`src/rtl/pinned_lru_block_cache_directory_defines.svh`:
```
// Assertion macros for the block cache directory.
`ifndef PINNED_LRU_BLOCK_CACHE_DIRECTORY_DEFINES_SVH
`define PINNED_LRU_BLOCK_CACHE_DIRECTORY_DEFINES_SVH
`ifndef SYNTHESIS
`define PLC_ASSERT_IMP(label, clk, rst_n, ante, cons, msg) \
    label: assert property (@(posedge clk) disable iff (!rst_n) (ante) |-> (cons)) \
        else $error(msg);
`define PLC_ASSERT_NXT(label, clk, rst_n, ante, cons, msg) \
    label: assert property (@(posedge clk) disable iff (!rst_n) (ante) |=> (cons)) \
        else $error(msg);
`else
`define PLC_ASSERT_IMP(label, clk, rst_n, ante, cons, msg)
`define PLC_ASSERT_NXT(label, clk, rst_n, ante, cons, msg)
`endif
`endif

```
`src/rtl/plc_pkg.sv`:
```
// Shared types and codes of the block cache directory.
`default_nettype none
package plc_pkg;
    localparam int unsigned CAPACITY_DEF = 64;
    localparam int unsigned SLOT_W = 6;

    localparam logic [2:0] K_ACQUIRE   = 3'd0;
    localparam logic [2:0] K_RELEASE   = 3'd1;
    localparam logic [2:0] K_DIRTY     = 3'd2;
    localparam logic [2:0] K_FILL      = 3'd3;
    localparam logic [2:0] K_WRITEBACK = 3'd4;

    localparam logic [1:0] ST_DONE   = 2'd0;
    localparam logic [1:0] ST_MISS   = 2'd1;
    localparam logic [1:0] ST_PINNED = 2'd2;
    localparam logic [1:0] ST_ABSENT = 2'd3;

    // controller to datapath
    typedef struct packed {
        logic start;   // load word, begin scan
        logic step;    // visit one entry
        logic commit;  // apply update
        logic age;     // age pass over one entry
    } t_cmd;

    // datapath to controller
    typedef struct packed {
        logic last;    // final entry of a pass is being processed
    } t_stat;
endpackage
`default_nettype wire

```
`src/rtl/plc_datapath.sv`:
```
// Entry store, scan unit and update logic of the block cache directory.
`default_nettype none
`include "pinned_lru_block_cache_directory_defines.svh"
module plc_datapath #(
    parameter int unsigned CAPACITY = plc_pkg::CAPACITY_DEF,
    localparam int unsigned IW = (CAPACITY > 1) ? $clog2(CAPACITY) : 1
) (
    input  wire logic          i_clk,
    input  wire logic          i_rst_n,
    input  wire plc_pkg::t_cmd i_cmd,
    output plc_pkg::t_stat     o_stat,
    input  wire logic [2:0]    i_kind,
    input  wire logic [31:0]   i_block,
    output logic [1:0]         o_status,
    output logic [5:0]         o_slot,
    output logic               o_need_fill,
    output logic               o_evict_valid,
    output logic [31:0]        o_evict_block,
    output logic               o_evict_writeback
);
    // per-entry state; valid bits reset, the rest is memory
    logic [CAPACITY-1:0] r_valid;
    logic [31:0]   r_blk  [CAPACITY];
    logic [7:0]    r_pin  [CAPACITY];
    logic          r_dirty[CAPACITY];
    logic          r_fill [CAPACITY];
    logic [IW-1:0] r_rank [CAPACITY];

    logic [2:0]  r_kind;
    logic [31:0] r_key;
    logic [IW-1:0] r_idx;
    // read stage: registered fields of entry r_pidx
    logic          r_p;
    logic [IW-1:0] r_pidx;
    logic [31:0]   r_rd_blk;
    logic [7:0]    r_rd_pin;
    logic          r_rd_dirty, r_rd_fill;
    logic [IW-1:0] r_rd_rank;
    // scan results
    logic          r_hit, r_free, r_vic;
    logic [IW-1:0] r_hit_i, r_free_i, r_vic_i, r_vic_rank;
    logic [7:0]    r_hit_pin;
    logic          r_hit_fill;
    logic [IW-1:0] r_hit_rank;
    logic [31:0]   r_vic_blk;
    logic          r_vic_wb;
    // chosen entry and mode for the age pass
    logic [IW-1:0] r_e, r_erank;
    logic          r_ewas;
    logic          r_aging;

    logic [IW-1:0] w_last_idx;
    assign w_last_idx = IW'(CAPACITY - 1);
    assign o_stat.last = r_p && (r_pidx == w_last_idx);

    // read one entry per cycle at the scan index
    always_ff @(posedge i_clk) begin
        r_rd_blk   <= r_blk[r_idx];
        r_rd_pin   <= r_pin[r_idx];
        r_rd_dirty <= r_dirty[r_idx];
        r_rd_fill  <= r_fill[r_idx];
        r_rd_rank  <= r_rank[r_idx];
    end

    // scan one entry per cycle: match, first free, oldest unpinned
    always_ff @(posedge i_clk) begin
        if (i_cmd.start) begin
            r_kind <= i_kind;
            r_key  <= i_block;
            r_idx  <= '0;
            r_p    <= 1'b0;
            r_hit  <= 1'b0;
            r_free <= 1'b0;
            r_vic  <= 1'b0;
        end else if (i_cmd.step || i_cmd.age) begin
            if (r_idx != w_last_idx) r_idx <= r_idx + 1'b1;
            r_p    <= 1'b1;
            r_pidx <= r_idx;
            if (i_cmd.step && r_p) begin
                if (r_valid[r_pidx] && r_rd_blk == r_key && !r_hit) begin
                    r_hit      <= 1'b1;
                    r_hit_i    <= r_pidx;
                    r_hit_pin  <= r_rd_pin;
                    r_hit_fill <= r_rd_fill;
                    r_hit_rank <= r_rd_rank;
                end
                if (!r_valid[r_pidx] && !r_free) begin
                    r_free   <= 1'b1;
                    r_free_i <= r_pidx;
                end
                if (r_valid[r_pidx] && r_rd_pin == 8'd0 &&
                    (!r_vic || r_rd_rank > r_vic_rank)) begin
                    r_vic      <= 1'b1;
                    r_vic_i    <= r_pidx;
                    r_vic_rank <= r_rd_rank;
                    r_vic_blk  <= r_rd_blk;
                    r_vic_wb   <= r_rd_dirty && r_rd_fill;
                end
            end
        end else if (i_cmd.commit) begin
            r_idx <= '0;
            r_p   <= 1'b0;
        end
    end

    // commit: pick entry, update fields, form the result word
    logic          w_acq, w_alloc;
    logic [IW-1:0] w_e;
    always_comb begin
        w_acq   = (r_kind == plc_pkg::K_ACQUIRE);
        w_alloc = w_acq && !r_hit && (r_free || r_vic);
        w_e     = r_hit ? r_hit_i : (r_free ? r_free_i : r_vic_i);
    end

    always_ff @(posedge i_clk) begin
        if (!i_rst_n) begin
            r_valid <= '0;
            r_aging <= 1'b0;
        end else if (i_cmd.commit) begin
            r_aging <= 1'b0;
            o_status          <= plc_pkg::ST_ABSENT;
            o_slot            <= '0;
            o_need_fill       <= 1'b0;
            o_evict_valid     <= 1'b0;
            o_evict_block     <= '0;
            o_evict_writeback <= 1'b0;
            r_e     <= w_e;
            r_erank <= r_hit ? r_hit_rank : r_vic_rank;
            r_ewas  <= r_hit || !r_free;
            if (w_acq && r_hit) begin
                if (r_hit_pin != 8'hFF) r_pin[w_e] <= r_hit_pin + 8'd1;
                r_aging     <= 1'b1;
                o_status    <= plc_pkg::ST_DONE;
                o_slot      <= 6'(w_e);
                o_need_fill <= !r_hit_fill;
            end else if (w_alloc) begin
                r_aging       <= 1'b1;
                r_valid[w_e]  <= 1'b1;
                r_blk[w_e]    <= r_key;
                r_pin[w_e]    <= 8'd1;
                r_dirty[w_e]  <= 1'b0;
                r_fill[w_e]   <= 1'b0;
                o_status      <= plc_pkg::ST_MISS;
                o_slot        <= 6'(w_e);
                o_need_fill   <= 1'b1;
                if (!r_free) begin
                    o_evict_valid     <= 1'b1;
                    o_evict_block     <= r_vic_blk;
                    o_evict_writeback <= r_vic_wb;
                end
            end else if (w_acq) begin
                o_status <= plc_pkg::ST_PINNED;
            end else if (r_hit && r_kind <= plc_pkg::K_WRITEBACK) begin
                o_status    <= plc_pkg::ST_DONE;
                o_slot      <= 6'(w_e);
                o_need_fill <= !(r_hit_fill || r_kind == plc_pkg::K_FILL);
                case (r_kind)
                    plc_pkg::K_RELEASE:
                        if (r_hit_pin != 8'd0) r_pin[w_e] <= r_hit_pin - 8'd1;
                    plc_pkg::K_DIRTY:     r_dirty[w_e] <= 1'b1;
                    plc_pkg::K_FILL:      r_fill[w_e]  <= 1'b1;
                    plc_pkg::K_WRITEBACK: r_dirty[w_e] <= 1'b0;
                    default: ;
                endcase
            end
        end else if (i_cmd.age && r_aging && r_p) begin
            // age pass: one entry per cycle from the read stage
            if (r_pidx == r_e) begin
                r_rank[r_pidx] <= '0;
            end else if (r_valid[r_pidx] && (!r_ewas || r_rd_rank < r_erank)) begin
                r_rank[r_pidx] <= r_rd_rank + 1'b1;
            end
        end
    end

    `PLC_ASSERT_NXT(a_alloc_valid, i_clk, i_rst_n, i_cmd.commit && w_alloc, r_valid[r_e], "allocated entry not valid")
    `PLC_ASSERT_IMP(a_one_cmd, i_clk, i_rst_n, 1'b1, $onehot0(i_cmd), "more than one command")
    `PLC_ASSERT_NXT(a_hit_kept, i_clk, i_rst_n, i_cmd.step && !i_cmd.start && r_hit, r_hit, "hit lost during scan")
endmodule
`default_nettype wire

```
`src/rtl/plc_ctrl.sv`:
```
// Sequencer of the block cache directory.
`default_nettype none
`include "pinned_lru_block_cache_directory_defines.svh"
module plc_ctrl (
    input  wire logic           i_clk,
    input  wire logic           i_rst_n,
    input  wire logic           i_valid,
    output logic                o_ready,
    output logic                o_valid,
    input  wire logic           i_ready,
    output plc_pkg::t_cmd       o_cmd,
    input  wire plc_pkg::t_stat i_stat
);
    typedef enum logic [2:0] {S_IDLE, S_SCAN, S_COMMIT, S_AGE, S_OUT} t_state;
    t_state r_state;
    logic   r_ovalid;

    assign o_valid = r_ovalid;
    // accept a new word once the previous result is gone
    assign o_ready = (r_state == S_IDLE) && !r_ovalid;

    always_comb begin
        o_cmd        = '0;
        o_cmd.start  = i_valid && o_ready;
        o_cmd.step   = (r_state == S_SCAN);
        o_cmd.commit = (r_state == S_COMMIT);
        o_cmd.age    = (r_state == S_AGE);
    end

    always_ff @(posedge i_clk) begin
        if (!i_rst_n) begin
            r_state  <= S_IDLE;
            r_ovalid <= 1'b0;
        end else begin
            if (r_ovalid && i_ready) r_ovalid <= 1'b0;
            case (r_state)
                S_IDLE:   if (i_valid && o_ready) r_state <= S_SCAN;
                S_SCAN:   if (i_stat.last) r_state <= S_COMMIT;
                S_COMMIT: r_state <= S_AGE;
                S_AGE:    if (i_stat.last) r_state <= S_OUT;
                S_OUT: begin
                    r_ovalid <= 1'b1;
                    r_state  <= S_IDLE;
                end
                default:  r_state <= S_IDLE;
            endcase
        end
    end

    `PLC_ASSERT_NXT(a_out_hold, i_clk, i_rst_n, r_ovalid && !i_ready, r_ovalid, "result dropped")
    `PLC_ASSERT_IMP(a_no_take, i_clk, i_rst_n, r_ovalid, !o_ready, "input taken with result pending")
    `PLC_ASSERT_NXT(a_start_scan, i_clk, i_rst_n, o_cmd.start, r_state == S_SCAN, "scan not started")
endmodule
`default_nettype wire

```
`src/rtl/pinned_lru_block_cache_directory.sv`:
```
// Top level of the pinned LRU block cache directory.
// Input channel: i_valid/o_ready with i_kind and i_block, one word per request.
// Output channel: o_valid/i_ready with status, slot, need_fill and evict fields.
// Each request scans all CAPACITY entries one per cycle (lookup, free entry,
// oldest unpinned victim) through a registered read, commits, then runs a
// second pass that updates recency ranks, one entry per cycle; the S_OUT
// state then raises o_valid.
// The next request is taken once the result word has been taken.
// Reset clears all valid bits at once; no clearing pass is needed.
// A stalled receiver holds the result word and blocks new requests.
`default_nettype none
module pinned_lru_block_cache_directory #(
    parameter int unsigned CAPACITY = plc_pkg::CAPACITY_DEF
) (
    input  wire logic        i_clk,
    input  wire logic        i_rst_n,
    input  wire logic        i_valid,
    output logic             o_ready,
    input  wire logic [2:0]  i_kind,
    input  wire logic [31:0] i_block,
    output logic             o_valid,
    input  wire logic        i_ready,
    output logic [1:0]       o_status,
    output logic [5:0]       o_slot,
    output logic             o_need_fill,
    output logic             o_evict_valid,
    output logic [31:0]      o_evict_block,
    output logic             o_evict_writeback
);
    plc_pkg::t_cmd  w_cmd;
    plc_pkg::t_stat w_stat;

    plc_ctrl u_ctrl (
        .i_clk(i_clk), .i_rst_n(i_rst_n), .i_valid(i_valid), .o_ready(o_ready),
        .o_valid(o_valid), .i_ready(i_ready), .o_cmd(w_cmd), .i_stat(w_stat)
    );

    plc_datapath #(.CAPACITY(CAPACITY)) u_dp (
        .i_clk(i_clk), .i_rst_n(i_rst_n), .i_cmd(w_cmd), .o_stat(w_stat),
        .i_kind(i_kind), .i_block(i_block), .o_status(o_status), .o_slot(o_slot),
        .o_need_fill(o_need_fill), .o_evict_valid(o_evict_valid),
        .o_evict_block(o_evict_block), .o_evict_writeback(o_evict_writeback)
    );
endmodule
`default_nettype wire

```
`config.mk`:
```
export PLATFORM = sky130hd
export DESIGN_NAME = pinned_lru_block_cache_directory
export DESIGN_NICKNAME = d
export VERILOG_FILES = /design/src/rtl/plc_pkg.sv /design/src/rtl/plc_datapath.sv /design/src/rtl/plc_ctrl.sv /design/src/rtl/pinned_lru_block_cache_directory.sv
export VERILOG_INCLUDE_DIRS = /design/src /design/src/rtl
export SDC_FILE = /design/constraint.sdc
export NUM_CORES = 2
export LEC_CHECK = 0
export BUFFER_PORTS_ARGS = -buffer_cell sky130_fd_sc_hd__buf_2
export CAP_MARGIN = 20
export CORE_MARGIN = 2
export CORE_UTILIZATION = 40
export DETAILED_ROUTE_END_ITERATION = 16
export HOLD_SLACK_MARGIN = 0.03
export SLEW_MARGIN = 10
export SYNTH_ARGS = -nofsm -noshare
export SYNTH_HDL_FRONTEND = slang
export SYNTH_HIERARCHICAL = 1
export SYNTH_SLANG_ARGS = --single-unit
```
`constraint.sdc`:
```
create_clock -name i_clk -period 5.27 [get_ports i_clk]
set_input_delay 0.2635 -clock i_clk [delete_from_list [all_inputs] [get_ports i_clk]]
set_output_delay 0.2635 -clock i_clk [all_outputs]
set_load 0.01 [all_outputs]
```
==> summary.md <==
| Metric | Value |
|---|---|
| Status | completed |
| Die W | 572 um |
| Prevailing post-synth register cell | edfxtp_1 |
| Critical Path Sink | u_dp/r_blk[0][25] |
| Post-synth EDFFs | 3241 |
| Synth Register Bits | 3368 |
| Slew headroom | 24.5% |
| Final min period | 4.27 ns |
| Antenna violations before repair | 24 |
| Row count | 208 |
| Worst-Margin Slew | 1.13 ns |
| Slowest cell on the critical path | nor2_4 |
| Post-synth top cells | edfxtp_1, mux4_2, nor2_1, clkbuf_1, nand2_1 |
| Adder-cell area share of the yosys netlist | 0.155% |
| Cells after Synth | 5728 |
| WP depth | 7 |
| Cts bufs inserted | 346 |
| Crit path launch type | register |
| Reg power frac | 50.8% |
| CTS tree | yes |
| Final Cycle Share | 80.9% |
| Setup Fix Bufs, Post-CTS | 0 |
| Net Count, Synth | 5783 |
| RSZ-0062 raised after global routing | false |
| Nets | 6170 |
| XOR/XNOR share of the synthesized area | 0.333% |
| Setup TNS | 0 ns |
| Max incr delay on CP | 0.89 ns |
| RePlAce Congestion | 0.803 |
| Largest net degree at the start of global routing | 116 |
| Area after DPL | 136000 um^2 |
| Iter 0 DRT Violations | 7509 |
| Layout area overhead | 14.6% |
| Die H | 572 um |
| Switch share | 22.2% |
| Leading area contributor after synthesis | edfxtp_1 |
| Count leader, synth | edfxtp_1 |
| Clock Root Buffer | clkbuf_16 |
| Final core utilization | 46.0% |
| Final setup violation count | 0 |
| Max Transition Viols Final | 0 |
| Clock-pin slew on the worst setup and hold paths | 0.06 ns |
| Simple-gate share of the synthesized area | 2.43% |
| Register area share after synthesis | 77.4% |
| Sw Pwr | 12.9 mW |
| Vias post-DR | 61500 |
| Clock Power Share | 41.8% |
| Htree depth | 5 |
| Buf/Inv on CP | 2 |
| Total Routing Usage GR | 19.8% |
| Antenna Nets Post-Route | 0 |
| F_max | 234 MHz |
| RR Endpoint | u_dp/r_blk[0][25] |
| CP delay by family, top | simple AND/OR/NAND/NOR gates |
| Syn. warnings | 6 |
| Reg2Reg Depth | 7 |
| PD cells | 393 nW/um^2 |
| Clk Latency, worst-skew pair | 0.94 ns |
| Crit path from | u_dp/r_hit |
| DRC Markers | 0 |
| Synthesized area | 129000 um^2 |
| Synth top area share | 75.4% |
| Congestion Overflow GR | 0 |
| Share of cells above drive strength 1 | 29.2% |
| Cell Chain, Critical Path | nor4_1 > o21ai_0 > nor2_1 > buf_4 > nand2_1 > nor2_4 > buf_4 |
| First-pass GRT wire length | 465000 um |
| Critical Path AT | 4.88 ns |
| IO buf count | 83 |
| Post-synthesis mux area share | 16.8% |
| Max Cap Viol | 0 |
| Static leakage | 44.7 nW |
| Dominant cells by area after synthesis | edfxtp_1, mux4_2, dfxtp_1 |
| Critical path peak fanout | 22 |
| Setup Crit Path Kind | reg2reg |
| DRT Pass-1 Iters | 5 |
| Post-synth cell types | 53 |
| Initial Utilization | 40.2% |
| Fillers | 26400 |
| Io pins | 84 |
| Comb pwr share | 7.4% |
| WL final | 328000 um |
| Area of the multi-input gates | 28200 um^2 |
| Clock Skew | 0.0512 ns |
| CTS sink count | 3368 |
| Reg2Reg Launch Point | u_dp/r_hit |
| Combinational family with the most area after synthesis | multiplexers |
| Final Hold Fails | 0 |
| Int Pwr | 45.2 mW |
| WP data required | 5.88 ns |
| VDD IR max | 261 uV |
| Number of global-route vias before repair | 61600 |
| Area of the die | 327000 um^2 |
| WL per Instance | 30.6 um |
| Syn avg cell area | 22.5 um^2 |
| Total core area | 321000 um^2 |
| Worst hold-check path type | in2reg |
| Vias/cell | 5.75 |
| Register area | 99900 um^2 |
| Final instance area | 148000 um^2 |
| Post-synth ARST share | 0% |
| Synth Area in Compound Gates | 1.58% |
| DP Wirelength | 193000 um |
| Most frequent CP cell | buf_4 |
| R2R setup slack | 1.00 ns |
| Worst-case clock buffer depth | 4 |
| Worst setup EP type | register |
per-stage QoR:
stage | cells | hold WS (ns) | total power, mW | worst slack [ns]
2_1_floorplan | 5728 | 0.362 | 32.9 | 0.0438
3_3_place_gp | 10000 | 0.427 | 34.4 | 1.03
3_5_place_dp | 10000 | 0.424 | 34.4 | 1.04
4_1_cts | 10700 | 0.0325 | 58.5 | 1.00
5_1_grt | 10700 | 0.0570 | 59.7 | 0.769
6_report | 10700 | 0.0718 | 58.1 | 1.00
cell families (layout without fill, tap and decap cells):
logic type      count (synthesis)  in the layout
other cells                     0              5
mux                          1000           1000
xor+xnor                       49             49
flops                        3368           3368
buf+inv                       342           1008
simple gates                  663            663
compound gates                290            290
fa+ha+maj                      16             16
registers in the layout, indices dropped and copies added, names as in the netlist, 6 cells and up:
register,flops
u_dp/r_blk,2048
u_dp/r_pin,512
u_dp/r_rank,384
u_dp/r_dirty,64
u_dp/r_fill,64
u_dp/r_valid,64
u_dp/o_evict_block,32
u_dp/r_key,32
u_dp/r_rd_blk,32
u_dp/r_vic_blk,32
u_dp/r_hit_pin,8
u_dp/r_rd_pin,8
u_dp/o_slot,6
u_dp/r_e,6
u_dp/r_erank,6
u_dp/r_free_i,6
u_dp/r_hit_i,6
u_dp/r_hit_rank,6
u_dp/r_idx,6
u_dp/r_pidx,6
u_dp/r_rd_rank,6
u_dp/r_vic_i,6
u_dp/r_vic_rank,6
cells in the final DEF, fill, tap and decap left out, drive strengths merged, types with 49 or more instances in the layout:
| cell | netlist | layout |
|---|---|---|
| mux2i | 61 | 61 |
| nor3 | 72 | 72 |
| nand2 | 129 | 129 |
| clkinv | 2 | 125 |
| a21o | 65 | 65 |
| a21oi | 49 | 49 |
| dlygate4sd3 | 0 | 50 |
| a22oi | 88 | 88 |
| dfxtp | 127 | 127 |
| mux4 | 937 | 937 |
| edfxtp | 3241 | 3241 |
| clkbuf | 150 | 448 |
| nor2 | 307 | 307 |
| buf | 166 | 305 |
how the worst min path moves through the flow:
stage / start / depth (start not counted) / endpoint
after floorplan: i_block[0] / 0 / u_dp/r_key[0]
after global placement: u_dp/r_rd_pin[0] / 0 / u_dp/r_hit_pin[0]
after detailed placement: u_dp/r_rd_fill / 0 / u_dp/r_hit_fill
after CTS: i_block[7] / 2 / u_dp/r_key[7]
after global routing: i_block[12] / 2 / u_dp/r_key[12]
final: i_block[19] / 2 / u_dp/r_key[19]
layout make-up:
type / instances / area share [%]
flip-flops and latches: 3368 / 67.6
multi-input cells: 2018 / 19.1
clock buffers: 448 / 6.27
well taps: 4305 / 3.64
repair buffers: 355 / 2.03
clock inverters: 179 / 1.31
inverters: 26 / 0.0669
diodes: 5 / 0.00846
power groups by stage:
stage,Sequential [mW],Clock (mW),Combinational [mW]
global route,29.5,25.7,4.54
detailed placement,30.1,0,4.34
finish,29.5,24.2,4.31
CTS,29.5,24.7,4.38
global placement,30.1,0,4.31
floorplan,30.0,0,2.83
repair_timing:
action                                 in CTS  in global routing
hold buffers                               50                  0
endpoints found under the hold margin      49                  0
gates resized for setup                     0                  0
routing by layer:
metal	wire, um	part of all wire, %	global-route usage (%)
met1	137000	42	28.7
met2	156000	48	31.4
met3	25700	7.8	3.27
met4	8480	2.6	5.35
met5	40	0.012	0
(Power assumes the default switching activity.)
